## src/rtl/core/hc_pkg.sv

```systemverilog
// Shared types, codes and codeword functions for the Hamming(12,8) stream codec.
package hc_pkg;

  localparam int unsigned ADDR_W = 3;
  localparam int unsigned DATA_W = 32;

  // Register word index, taken from paddr[2].
  localparam logic REG_MODE = 1'b0;

  localparam logic MODE_ENCODE = 1'b0;
  localparam logic MODE_DECODE = 1'b1;

  typedef enum logic [1:0] {
    ST_CLEAN      = 2'd0,
    ST_DATA_FIX   = 2'd1,
    ST_PARITY_ERR = 2'd2,
    ST_UNCORR     = 2'd3
  } hc_status_t;

  typedef struct packed {
    logic [7:0] data_byte;
    logic       last;
  } hc_in_t;

  typedef struct packed {
    logic [7:0] out_byte;
    logic       out_last;
    logic [1:0] status;
  } hc_out_t;

  typedef struct packed {
    logic [7:0] data;
    logic [1:0] status;
  } hc_dec_t;

  // Result of processing one held input item.
  typedef struct packed {
    logic [1:0]         n;
    hc_out_t [2:0]      res;
    logic [23:0]        buf_next;
    logic [1:0]         cnt_next;
  } hc_step_t;

  // Data bits at positions 3,5,6,7,9,10,11,12; parity at 1,2,4,8.
  function automatic logic [11:0] enc12(input logic [7:0] d);
    logic [11:0] cw;
    cw     = '0;
    cw[2]  = d[0];
    cw[4]  = d[1];
    cw[5]  = d[2];
    cw[6]  = d[3];
    cw[8]  = d[4];
    cw[9]  = d[5];
    cw[10] = d[6];
    cw[11] = d[7];
    cw[0]  = d[0] ^ d[1] ^ d[3] ^ d[4] ^ d[6];
    cw[1]  = d[0] ^ d[2] ^ d[3] ^ d[5] ^ d[6];
    cw[3]  = d[1] ^ d[2] ^ d[3] ^ d[7];
    cw[7]  = d[4] ^ d[5] ^ d[6] ^ d[7];
    return cw;
  endfunction

  function automatic hc_dec_t dec12(input logic [11:0] cw);
    hc_dec_t    r;
    logic [7:0] d;
    logic [3:0] syn;
    d      = {cw[11], cw[10], cw[9], cw[8], cw[6], cw[5], cw[4], cw[2]};
    syn[0] = cw[0] ^ d[0] ^ d[1] ^ d[3] ^ d[4] ^ d[6];
    syn[1] = cw[1] ^ d[0] ^ d[2] ^ d[3] ^ d[5] ^ d[6];
    syn[2] = cw[3] ^ d[1] ^ d[2] ^ d[3] ^ d[7];
    syn[3] = cw[7] ^ d[4] ^ d[5] ^ d[6] ^ d[7];
    r.data   = d;
    r.status = ST_CLEAN;
    if (syn == 4'd0) begin
      r.status = ST_CLEAN;
    end else if (syn > 4'd12) begin
      r.status = ST_UNCORR;
    end else if ((syn & (syn - 4'd1)) == 4'd0) begin
      r.status = ST_PARITY_ERR;
    end else begin
      r.status = ST_DATA_FIX;
      case (syn)
        4'd3:    r.data[0] = ~d[0];
        4'd5:    r.data[1] = ~d[1];
        4'd6:    r.data[2] = ~d[2];
        4'd7:    r.data[3] = ~d[3];
        4'd9:    r.data[4] = ~d[4];
        4'd10:   r.data[5] = ~d[5];
        4'd11:   r.data[6] = ~d[6];
        4'd12:   r.data[7] = ~d[7];
        default: r.data = d;
      endcase
    end
    return r;
  endfunction

endpackage

```

## src/rtl/core/hamming_12_8_stream_codec_top.sv

```systemverilog
// Top level of the Hamming(12,8) byte-stream codec: channels, registers, result queue.
//
// Usage:
//   src_* carries source bytes (data_byte, last); dst_* carries result bytes
//   (out_byte, out_last, status). Both are valid/ready channels.
//   The APB port holds one register, mode at address 0 (0 encode, 1 decode);
//   writing it clears the partial group. Write it only while the block is idle.
//   Encode: every second byte yields 3 packed bytes; a last byte on an odd count
//   yields 2. Decode: every third byte yields 2 corrected bytes; a last byte
//   with a short group yields 1. Other bytes yield nothing.
// With the queue free, an input passes the input register, then the result
//   register, before its first result is valid on dst_*.
// Throughput: one input per cycle while it produces no result; an input that
//   produces results waits until the 3-entry result queue is empty or draining
//   its last entry, so the single output port sets the pace at one byte per
//   cycle while the receiver is ready.
// Reset: rst clears mode to encode, the group, the input register and queue.
// A stalled receiver holds the queue; an input that produces results then waits
//   in the input register and src_ready drops until the queue drains.
module hamming_12_8_stream_codec_top (
  input  logic                       clk,
  input  logic                       rst,
  input  logic                       src_valid,
  output logic                       src_ready,
  input  hc_pkg::hc_in_t             src_item,
  output logic                       dst_valid,
  input  logic                       dst_ready,
  output hc_pkg::hc_out_t            dst_item,
  input  logic                       psel,
  input  logic                       penable,
  input  logic                       pwrite,
  input  logic [hc_pkg::ADDR_W-1:0]  paddr,
  input  logic [hc_pkg::DATA_W-1:0]  pwdata,
  output logic [hc_pkg::DATA_W-1:0]  prdata,
  output logic                       pready
);

  logic             mode;
  logic             held;
  hc_pkg::hc_in_t   hold_item;
  logic [23:0]      grp_buf;
  logic [1:0]       grp_cnt;
  hc_pkg::hc_out_t  q [3];
  logic [1:0]       q_rd;
  logic [1:0]       q_rem;
  hc_pkg::hc_step_t step;
  logic             q_free;
  logic             fire;
  logic             cfg_wr;

  hc_codec u_codec (
    .mode    (mode),
    .grp_buf (grp_buf),
    .grp_cnt (grp_cnt),
    .item    (hold_item),
    .step    (step)
  );

  assign pready = 1'b1;
  assign cfg_wr = psel && penable && pwrite && pready;
  assign prdata = (paddr[2] == hc_pkg::REG_MODE) ? {{(hc_pkg::DATA_W-1){1'b0}}, mode} : '0;

  assign q_free    = (q_rem == 2'd0) || ((q_rem == 2'd1) && dst_ready);
  assign fire      = held && ((step.n == 2'd0) || q_free);
  assign src_ready = !held || fire;
  assign dst_valid = (q_rem != 2'd0);

  always_comb begin
    case (q_rd)
      2'd1:    dst_item = q[1];
      2'd2:    dst_item = q[2];
      default: dst_item = q[0];
    endcase
  end

  always_ff @(posedge clk) begin
    if (rst) begin
      mode    <= hc_pkg::MODE_ENCODE;
      held    <= 1'b0;
      grp_buf <= '0;
      grp_cnt <= '0;
      q_rd    <= '0;
      q_rem   <= '0;
    end else begin
      if (cfg_wr && (paddr[2] == hc_pkg::REG_MODE)) begin
        mode    <= pwdata[0];
        grp_buf <= '0;
        grp_cnt <= '0;
      end else if (fire) begin
        grp_buf <= step.buf_next;
        grp_cnt <= step.cnt_next;
      end
      if (src_ready) begin
        held <= src_valid;
      end
      if (fire && (step.n != 2'd0)) begin
        q_rem <= step.n;
        q_rd  <= 2'd0;
      end else if (dst_valid && dst_ready) begin
        q_rem <= q_rem - 2'd1;
        q_rd  <= q_rd + 2'd1;
      end
    end
  end

  always_ff @(posedge clk) begin
    if (src_valid && src_ready) begin
      hold_item <= src_item;
    end
    if (fire && (step.n != 2'd0)) begin
      q[0] <= step.res[0];
      q[1] <= step.res[1];
      q[2] <= step.res[2];
    end
  end

  // encode never holds more than one codeword
  a_enc_cnt : assert property (@(posedge clk) disable iff (rst)
    (mode == hc_pkg::MODE_ENCODE) |-> (grp_cnt <= 2'd1))
    else $error("encode group count above one");

  a_dec_cnt : assert property (@(posedge clk) disable iff (rst)
    grp_cnt != 2'd3)
    else $error("group count reached three");

  // the final queued entry closes the transfer group, earlier ones do not
  a_last_tail : assert property (@(posedge clk) disable iff (rst)
    (q_rem == 2'd1) |-> dst_item.out_last)
    else $error("final queued result without out_last");

  a_last_early : assert property (@(posedge clk) disable iff (rst)
    (q_rem > 2'd1) |-> !dst_item.out_last)
    else $error("out_last before the final queued result");

  a_enc_status : assert property (@(posedge clk) disable iff (rst)
    (dst_valid && (mode == hc_pkg::MODE_ENCODE)) |-> (dst_item.status == hc_pkg::ST_CLEAN))
    else $error("nonzero status in encode mode");

endmodule

```

## src/rtl/core/hc_codec.sv

```systemverilog
// Single-pass encode/decode of one byte against the current group state.
module hc_codec (
  input  logic            mode,
  input  logic [23:0]     grp_buf,
  input  logic [1:0]      grp_cnt,
  input  hc_pkg::hc_in_t  item,
  output hc_pkg::hc_step_t step
);

  logic [11:0]     enc_word;
  logic [23:0]     full;
  logic [1:0]      slot;
  logic [23:0]     merged;
  hc_pkg::hc_dec_t dec_lo;
  hc_pkg::hc_dec_t dec_hi;

  assign enc_word = hc_pkg::enc12(item.data_byte);
  assign full     = {enc_word, grp_buf[11:0]};
  assign slot     = (grp_cnt > 2'd2) ? 2'd2 : grp_cnt;

  always_comb begin
    case (slot)
      2'd0:    merged = grp_buf | {16'b0, item.data_byte};
      2'd1:    merged = grp_buf | {8'b0, item.data_byte, 8'b0};
      default: merged = grp_buf | {item.data_byte, 16'b0};
    endcase
  end

  assign dec_lo = hc_pkg::dec12(merged[11:0]);
  assign dec_hi = hc_pkg::dec12(merged[23:12]);

  always_comb begin
    step = '0;
    if (mode == hc_pkg::MODE_ENCODE) begin
      if (grp_cnt == 2'd0) begin
        if (item.last) begin
          // odd tail: one codeword over two bytes
          step.n      = 2'd2;
          step.res[0] = {enc_word[7:0], 1'b0, hc_pkg::ST_CLEAN};
          step.res[1] = {4'b0, enc_word[11:8], 1'b1, hc_pkg::ST_CLEAN};
        end else begin
          step.buf_next = {12'b0, enc_word};
          step.cnt_next = 2'd1;
        end
      end else begin
        step.n      = 2'd3;
        step.res[0] = {full[7:0], 1'b0, hc_pkg::ST_CLEAN};
        step.res[1] = {full[15:8], 1'b0, hc_pkg::ST_CLEAN};
        step.res[2] = {full[23:16], 1'b1, hc_pkg::ST_CLEAN};
      end
    end else begin
      if (slot == 2'd2) begin
        step.n      = 2'd2;
        step.res[0] = {dec_lo.data, 1'b0, dec_lo.status};
        step.res[1] = {dec_hi.data, 1'b1, dec_hi.status};
      end else if (item.last) begin
        step.n      = 2'd1;
        step.res[0] = {dec_lo.data, 1'b1, dec_lo.status};
      end else begin
        step.buf_next = merged;
        step.cnt_next = slot + 2'd1;
      end
    end
  end

endmodule
```

## config.mk

```make
export PLATFORM = sky130hd
export DESIGN_NAME = hamming_12_8_stream_codec_top
export DESIGN_NICKNAME = d
export VERILOG_FILES = /design/src/rtl/core/hc_pkg.sv /design/src/rtl/core/hamming_12_8_stream_codec_top.sv /design/src/rtl/core/hc_codec.sv
export SDC_FILE = /design/constraint.sdc
export NUM_CORES = 1
export LEC_CHECK = 0
export BUFFER_PORTS_ARGS = -buffer_cell sky130_fd_sc_hd__buf_2
export CAP_MARGIN = 20
export CORE_MARGIN = 4
export CORE_UTILIZATION = 52
export CTS_BUF_LIST = sky130_fd_sc_hd__clkbuf_8
export DETAILED_ROUTE_END_ITERATION = 10
export GPL_TIMING_DRIVEN = 1
export HOLD_SLACK_MARGIN = 0.06
export PLACE_DENSITY = 0.85
export SLEW_MARGIN = 20
export SYNTH_ARGS = -nofsm -noshare
export SYNTH_HDL_FRONTEND = slang
export SYNTH_SLANG_ARGS = --single-unit
export TNS_END_PERCENT = 5
```

## constraint.sdc

```tcl
create_clock -name clk -period 2.9 [get_ports clk]
set_input_delay 0.145 -clock clk [delete_from_list [all_inputs] [get_ports clk]]
set_output_delay 0.145 -clock clk [all_outputs]
set_load 0.02 [all_outputs]
```

Yosys cells after proc, flatten, opt, wreduce, memory -nomap -nowiden
Memories as Yosys holds them, arrays and structs flattened.
Cells that the tools add are included.
- register bits after elaboration: 41
- bits in writable memories: 33
- bits of input ports: 51
- logic and storage cells: 188
- memories kept: 1
- memory list (name ; depth ; bits a word ; rd ports ; clocked after memory_dff ; write ports ; line ; text):
    q ; 3 ; 11 ; 3 ; 0 ; 3 ; hamming_12_8_stream_codec_top.sv:43 ; hc_pkg::hc_out_t q [3];
- add/subtract/negate cells: 5
- order comparisons: 3
- equal/unequal tests: 21
- muxes and demuxes: 53
- bitwise gates (word level): 72
- reductions and logical operators: 25
- operators with widths (cell ; count):
    $mux W11 ; 5
    $mux W26 ; 2
    $xor A1 B1 Y1 ; 50
    $mux W48 ; 1
    $mux W8 ; 6
    $pmux W24 S2 ; 1
    $eq A4 B4 Y1 const B ; 8
    $mux W14 ; 2
    $mux W2 ; 13
    $eq A4 B3 Y1 const B ; 6
    $or A24 B16 Y24 ; 1
    $or A24 B24 Y24 ; 1
    $or A24 B8 Y24 ; 1
    $mux W22 ; 1
    $pmux W11 S2 ; 1
    $mux W1 ; 20
    $mux W18 ; 1
    $not A1 Y1 ; 17
    $logic_not A4 Y1 ; 4
    $and A4 B4 Y4 ; 2
    $eq A4 B2 Y1 const B ; 2
    $gt A4 B4 Y1 const B ; 2
    $logic_and A1 B1 Y1 ; 8
    $logic_not A2 Y1 ; 4
    10 further kinds ; 20

Logic depth before layout (Yosys ltp)
- depth in word-level cells: 18
- mapped depth: 10
- depth with buffers taken out: 9

Cells and area by module
Synthesis repeated with hierarchy kept, for this count alone.
- cell total of the unflattened synthesis: 629
- area total of the unflattened synthesis: 5291.3 µm²
- by module, submodules not included (module ; times used ; cells an instance ; area each (µm²) ; seq. area each (µm²)):
    hamming_12_8_stream_codec_top ; 1 ; 274 ; 3030.4 ; 1901.8
    hc_codec ; 1 ; 355 ; 2260.9 ; 0.0

Worst setup path before layout
Ideal clock, no wire load.
- path kind: reg-to-reg
- start: register mode
- end: register q_rem[0]
- setup time: 92 ps
- arrival time: 3025 ps
- data required time: 2808 ps
- slack: -217 ps
- cell stages (with the launch flop): 9
- buffers on the path: 1
- path through: dfxtp_1 inv_2 or3_1 clkbuf_1 nand2_1 nand3_1 nor2_1 nor2_1 a311oi_1
- word-level cells in the longest chain between the ends: 6
- elaborated cells on any way between the ends: 8
- RTL lines (what ; line ; text):
    start, declared ; hamming_12_8_stream_codec_top.sv:38 ; logic mode;
    start signal, assigned ; hamming_12_8_stream_codec_top.sv:78 ; mode <= hc_pkg::MODE_ENCODE;
    start signal, assigned ; hamming_12_8_stream_codec_top.sv:86 ; mode <= pwdata[0];
    $mux W2 * ; hc_codec.sv:34 ; if (mode == hc_pkg::MODE_ENCODE) begin
    $logic_not A2 Y1 ; hamming_12_8_stream_codec_top.sv:64 ; assign fire = held && ((step.n == 2'd0) || q_free);
    $logic_or A1 B1 Y1 ; hamming_12_8_stream_codec_top.sv:64 ;
    $logic_and A1 B1 Y1 ; hamming_12_8_stream_codec_top.sv:64 ;
    $logic_and A1 B1 Y1 ; hamming_12_8_stream_codec_top.sv:96 ; if (fire && (step.n != 2'd0)) begin
    $mux W2 or $reduce_bool A2 Y1 (tied branches) ; n/a ;
    end signal, assigned ; hamming_12_8_stream_codec_top.sv:97 ; q_rem <= step.n;
    end signal, assigned ; hamming_12_8_stream_codec_top.sv:100 ; q_rem <= q_rem - 2'd1;
    end, declared ; hamming_12_8_stream_codec_top.sv:45 ; logic [1:0] q_rem;
Mark *: on every way between the ends. The rest lies on a longest branch, timed or not.
A chain may end at the register's enable or synchronous reset.

==> flow_summary.json <==
{
  "r2r_end": "q[0][3]$_DFFE_PP_",
  "timing.slew.headroom": 0.621,
  "synth-edff-count": 40,
  "place_inst": 688,
  "cts_tree": "done",
  "htreeDepth": 3,
  "critPathMaxStageDelay_ns": 0.54,
  "power_density_mw_per_mm2": 611,
  "hold_slack_ns": 0.0714,
  "status": "finished clean",
  "hold_depth": 3,
  "netlist_area_mm2": 0.00478,
  "path_clk_slew_ns": 0.07,
  "fill_cells": 774,
  "fp.dieH_um": 104,
  "p_switching_mw": 1.22,
  "crit_fanout": 12,
  "grt_use_total": 0.222,
  "crit_chain": "or2_2 -> a211oi_1 -> a221o_1 -> xor2_2 -> buf_4 -> nand3_1 -> a2bb2oi_2 -> xor2_1 -> o221ai_1",
  "yosys_warnings": 0,
  "chipWidth_um": 104,
  "ys_types": 55,
  "intPower_mw": 2.14,
  "p_sw_frac": 0.364,
  "grt_pass1_vias": 3833,
  "clk_latency_ns": 0.35,
  "power_frac_clock": 0.240,
  "nets": 659,
  "cts.sinks": 72,
  "worstMarginPinSlew_ns": 0.568,
  "post-route-util": 0.622,
  "core_mm2": 0.00885,
  "met3_length_um": 1120,
  "worstPathRequired_ns": 2.95,
  "syn_area_per_cell_um2": 8.75,
  "wl_met2_um": 5640,
  "cts_root_buf": "clkbuf_8",
  "synth_seq_area_share": 0.385,
  "maxCapViolations": 0,
  "hold_class": "in2reg",
  "ys_top_cells_by_area": "edfxtp_1 25%, dfxtp_1 13%, xnor2_1 5.9%",
  "first_iter_violations": 450,
  "remaining_drc_errors": 0,
  "grt_first_pass_wirelength_um": 19700,
  "vias_per_cell": 5.97,
  "gp_congestion": 0.942,
  "num_vias": 4281,
  "period_share": 0.976,
  "cts_buffer_depth": 2,
  "peakVddDrop_v": 0.000365,
  "max_freq_mhz": 353,
  "overflow": 0,
  "seqPwrFrac": 0.374,
  "fin_skew_ns": 0.0133,
  "grt_max_degree": 38,
  "cts_buffers": 9,
  "critical_path_class": "reg2reg",
  "async_flop_share": 0,
  "routedWlPerCell_um": 17.2,
  "worstSetupEndpoint": "q[0][3]$_DFFE_PP_",
  "layout-drive-gt1-share": 0.195,
  "period_minus_slack_ns": 2.83,
  "yosys_most_used_dff": "edfxtp_1",
  "p_leak_nw": 2.24,
  "worst_ep_arrival_time_ns": 2.88,
  "r2r-start": "hold_item[7]$_DFFE_PP_",
  "place_hpwl_um": 9080,
  "layout.area.seq_mm2": 0.00184,
  "postRouteAntennaNets": 0,
  "rsz0062_at_grt": "yes",
  "cp_num_buf_inv": 1,
  "design_area_mm2": 0.00550,
  "syn_to_final_growth_pct": 15.0,
  "crit_cells": 9,
  "endpoint_kind": "flip-flop",
  "setup_slack_ns": 0.0696,
  "multi_input_area_mm2": 0.00267,
  "first_pass_iters": 5,
  "drt-total-wl_um": 12400,
  "drt-met1-wl_um": 5390,
  "instances_no_fill": 717,
  "cp-startpoint": "hold_item[7]$_DFFE_PP_",
  "finalSetupViolations": 0,
  "regToRegSetupSlack_ns": 0.07,
  "drv_slew": 0,
  "rows": 34,
  "synth_seq_cells": 72,
  "initial_core_util": 0.541,
  "hold_viol": 0,
  "combPwrFrac": 0.387,
  "worstRegToRegCells": 9,
  "routed.top_layer": "met4",
  "antenna_found_initial": 0,
  "antennaDiodeCount": 0,
  "synth_top_area_frac": 0.251,
  "place_area_mm2": 0.00512,
  "synth_cells": 547,
  "io_buffer_count": 31,
  "worst_path_max_delay_cell": "edfxtp_1",
  "synth_top_area_cell": "edfxtp_1",
  "cp-start-kind": "flip-flop",
  "critical-path-top-delay-family": "compound AO/OA/AOI/OAI gates",
  "dp_slack_ns": 0.0201,
  "pin_count": 97,
  "die-area_mm2": 0.0108
}
[layer usage]
metal  vias up  GRT usage
met4         0     0.0570
met5         -          0
met1      1989      0.311
met2       225      0.353
li1       2041          -
met3        26     0.0447
[logic make-up after synthesis]
kind of cell	count (synthesis)	share of synthesized area
AO/OA/AOI/OAI	176	0.251
AND/OR/NAND/NOR	162	0.158
buffers and inverters	82	0.0939
flip-flops	72	0.385
XOR/XNOR	47	0.0962
adder cells (fa/ha/maj)	4	0.0105
other	2	0.00157
multiplexers	2	0.00418
[timing repair]
| item | 4_1_cts | 5_1_grt |
|---|---|---|
| hold buffers | 10 | 0 |
| endpoints found under the setup margin | 0 | 11 |
| hold endpoints to repair | 14 | 0 |
| resized for setup | 0 | 9 |
| buffers inserted | 0 | 3 |
[per-stage QoR]
stage	power (mW)	TNS [ns]
3_5_place_dp	2.50	0
3_3_place_gp	2.47	0
2_1_floorplan	2.14	0
4_1_cts	3.31	0
6_report	3.36	0
5_1_grt	3.55	-0.201
[sequential cells by signal, summed over array words and instances (netlist names)]
name	cells
grp_cnt	2
held	1
grp_buf	24
q	31
q_rem	2
q_rd	2
hold_item	9
mode	1
[worst min-delay path: cells and delay by family]
family                 cells  cell delay, ns
and+or+nand+nor            1            0.08
buffers and inverters      1            0.09
muxes                      1            0.07
[cell usage in the layout, fill, tap and decap left out, types with 6 or more instances in the layout]
| cell | n |
|---|---|
| dfxtp_1 | 32 |
| nor2_1 | 48 |
| a221o_1 | 6 |
| nand3_1 | 6 |
| conb_1 | 32 |
| a21oi_1 | 41 |
| xor2_1 | 9 |
| buf_2 | 31 |
| and2_1 | 19 |
| or2_2 | 7 |
| o211a_1 | 6 |
| a21o_1 | 7 |
| a22oi_1 | 17 |
| inv_1 | 10 |
| nor3_1 | 17 |
| a211oi_1 | 18 |
| xnor2_1 | 30 |
| a221oi_2 | 8 |
| o21ai_0 | 36 |
| buf_4 | 46 |
| dlygate4sd3_1 | 10 |
| clkbuf_8 | 11 |
| nand2_1 | 44 |
| o22ai_1 | 9 |
| edfxtp_1 | 40 |
| o221ai_1 | 7 |
[cells in the mapped netlist, drive strengths merged (2+ instances only)]
master,count
buf,48
and3,3
dfxtp,32
xor2,11
nor4,2
nand2b,2
nand4b,2
xnor2,35
or2,8
and2,19
o21ai,41
ha,4
a21o,7
nand2,44
or3,2
a21oi,41
nor2b,5
o22ai,9
nor3,18
nand3,6
a221o,6
mux2i,2
nor2,49
a22o,2
clkbuf,24
o21bai,2
a22oi,17
inv,10
o221ai,7
conb,2
o211a,6
edfxtp,40
a221oi,11
a211oi,18
[power by group through the flow]
stage                     sequential, mW  combinational [mW]  clock (mW)
final                               1.26                1.30       0.806
after global routing                1.26                1.42       0.863
after CTS                           1.25                1.24       0.809
after global placement              1.27                1.20           0
after detailed placement            1.28                1.23           0
after floorplan                     1.23               0.914           0
[area by class of cell]
| class | instances | area share |
|---|---|---|
| well taps | 108 | 0.0246 |
| repair buffers | 88 | 0.113 |
| flip-flops and latches | 72 | 0.335 |
| inverters | 10 | 0.00682 |
| clock buffers | 11 | 0.0275 |
| multi-input cells | 423 | 0.485 |
| clock inverters | 5 | 0.00864 |
[how the worst min path moves through the flow]
stage                 from                endpoint  slack [ns]
4_1_cts          pwdata[0]       mode$_SDFFE_PP0P_        0.07
2_1_floorplan          rst       held$_SDFFE_PP0N_        0.21
3_3_place_gp   src_item[3]  hold_item[3]$_DFFE_PP_        0.32
5_1_grt          pwdata[0]       mode$_SDFFE_PP0P_        0.07
3_5_place_dp   src_item[3]  hold_item[3]$_DFFE_PP_        0.32
6_report         pwdata[0]       mode$_SDFFE_PP0P_        0.07
No activity file was read; power rests on OpenSTA's default activity.
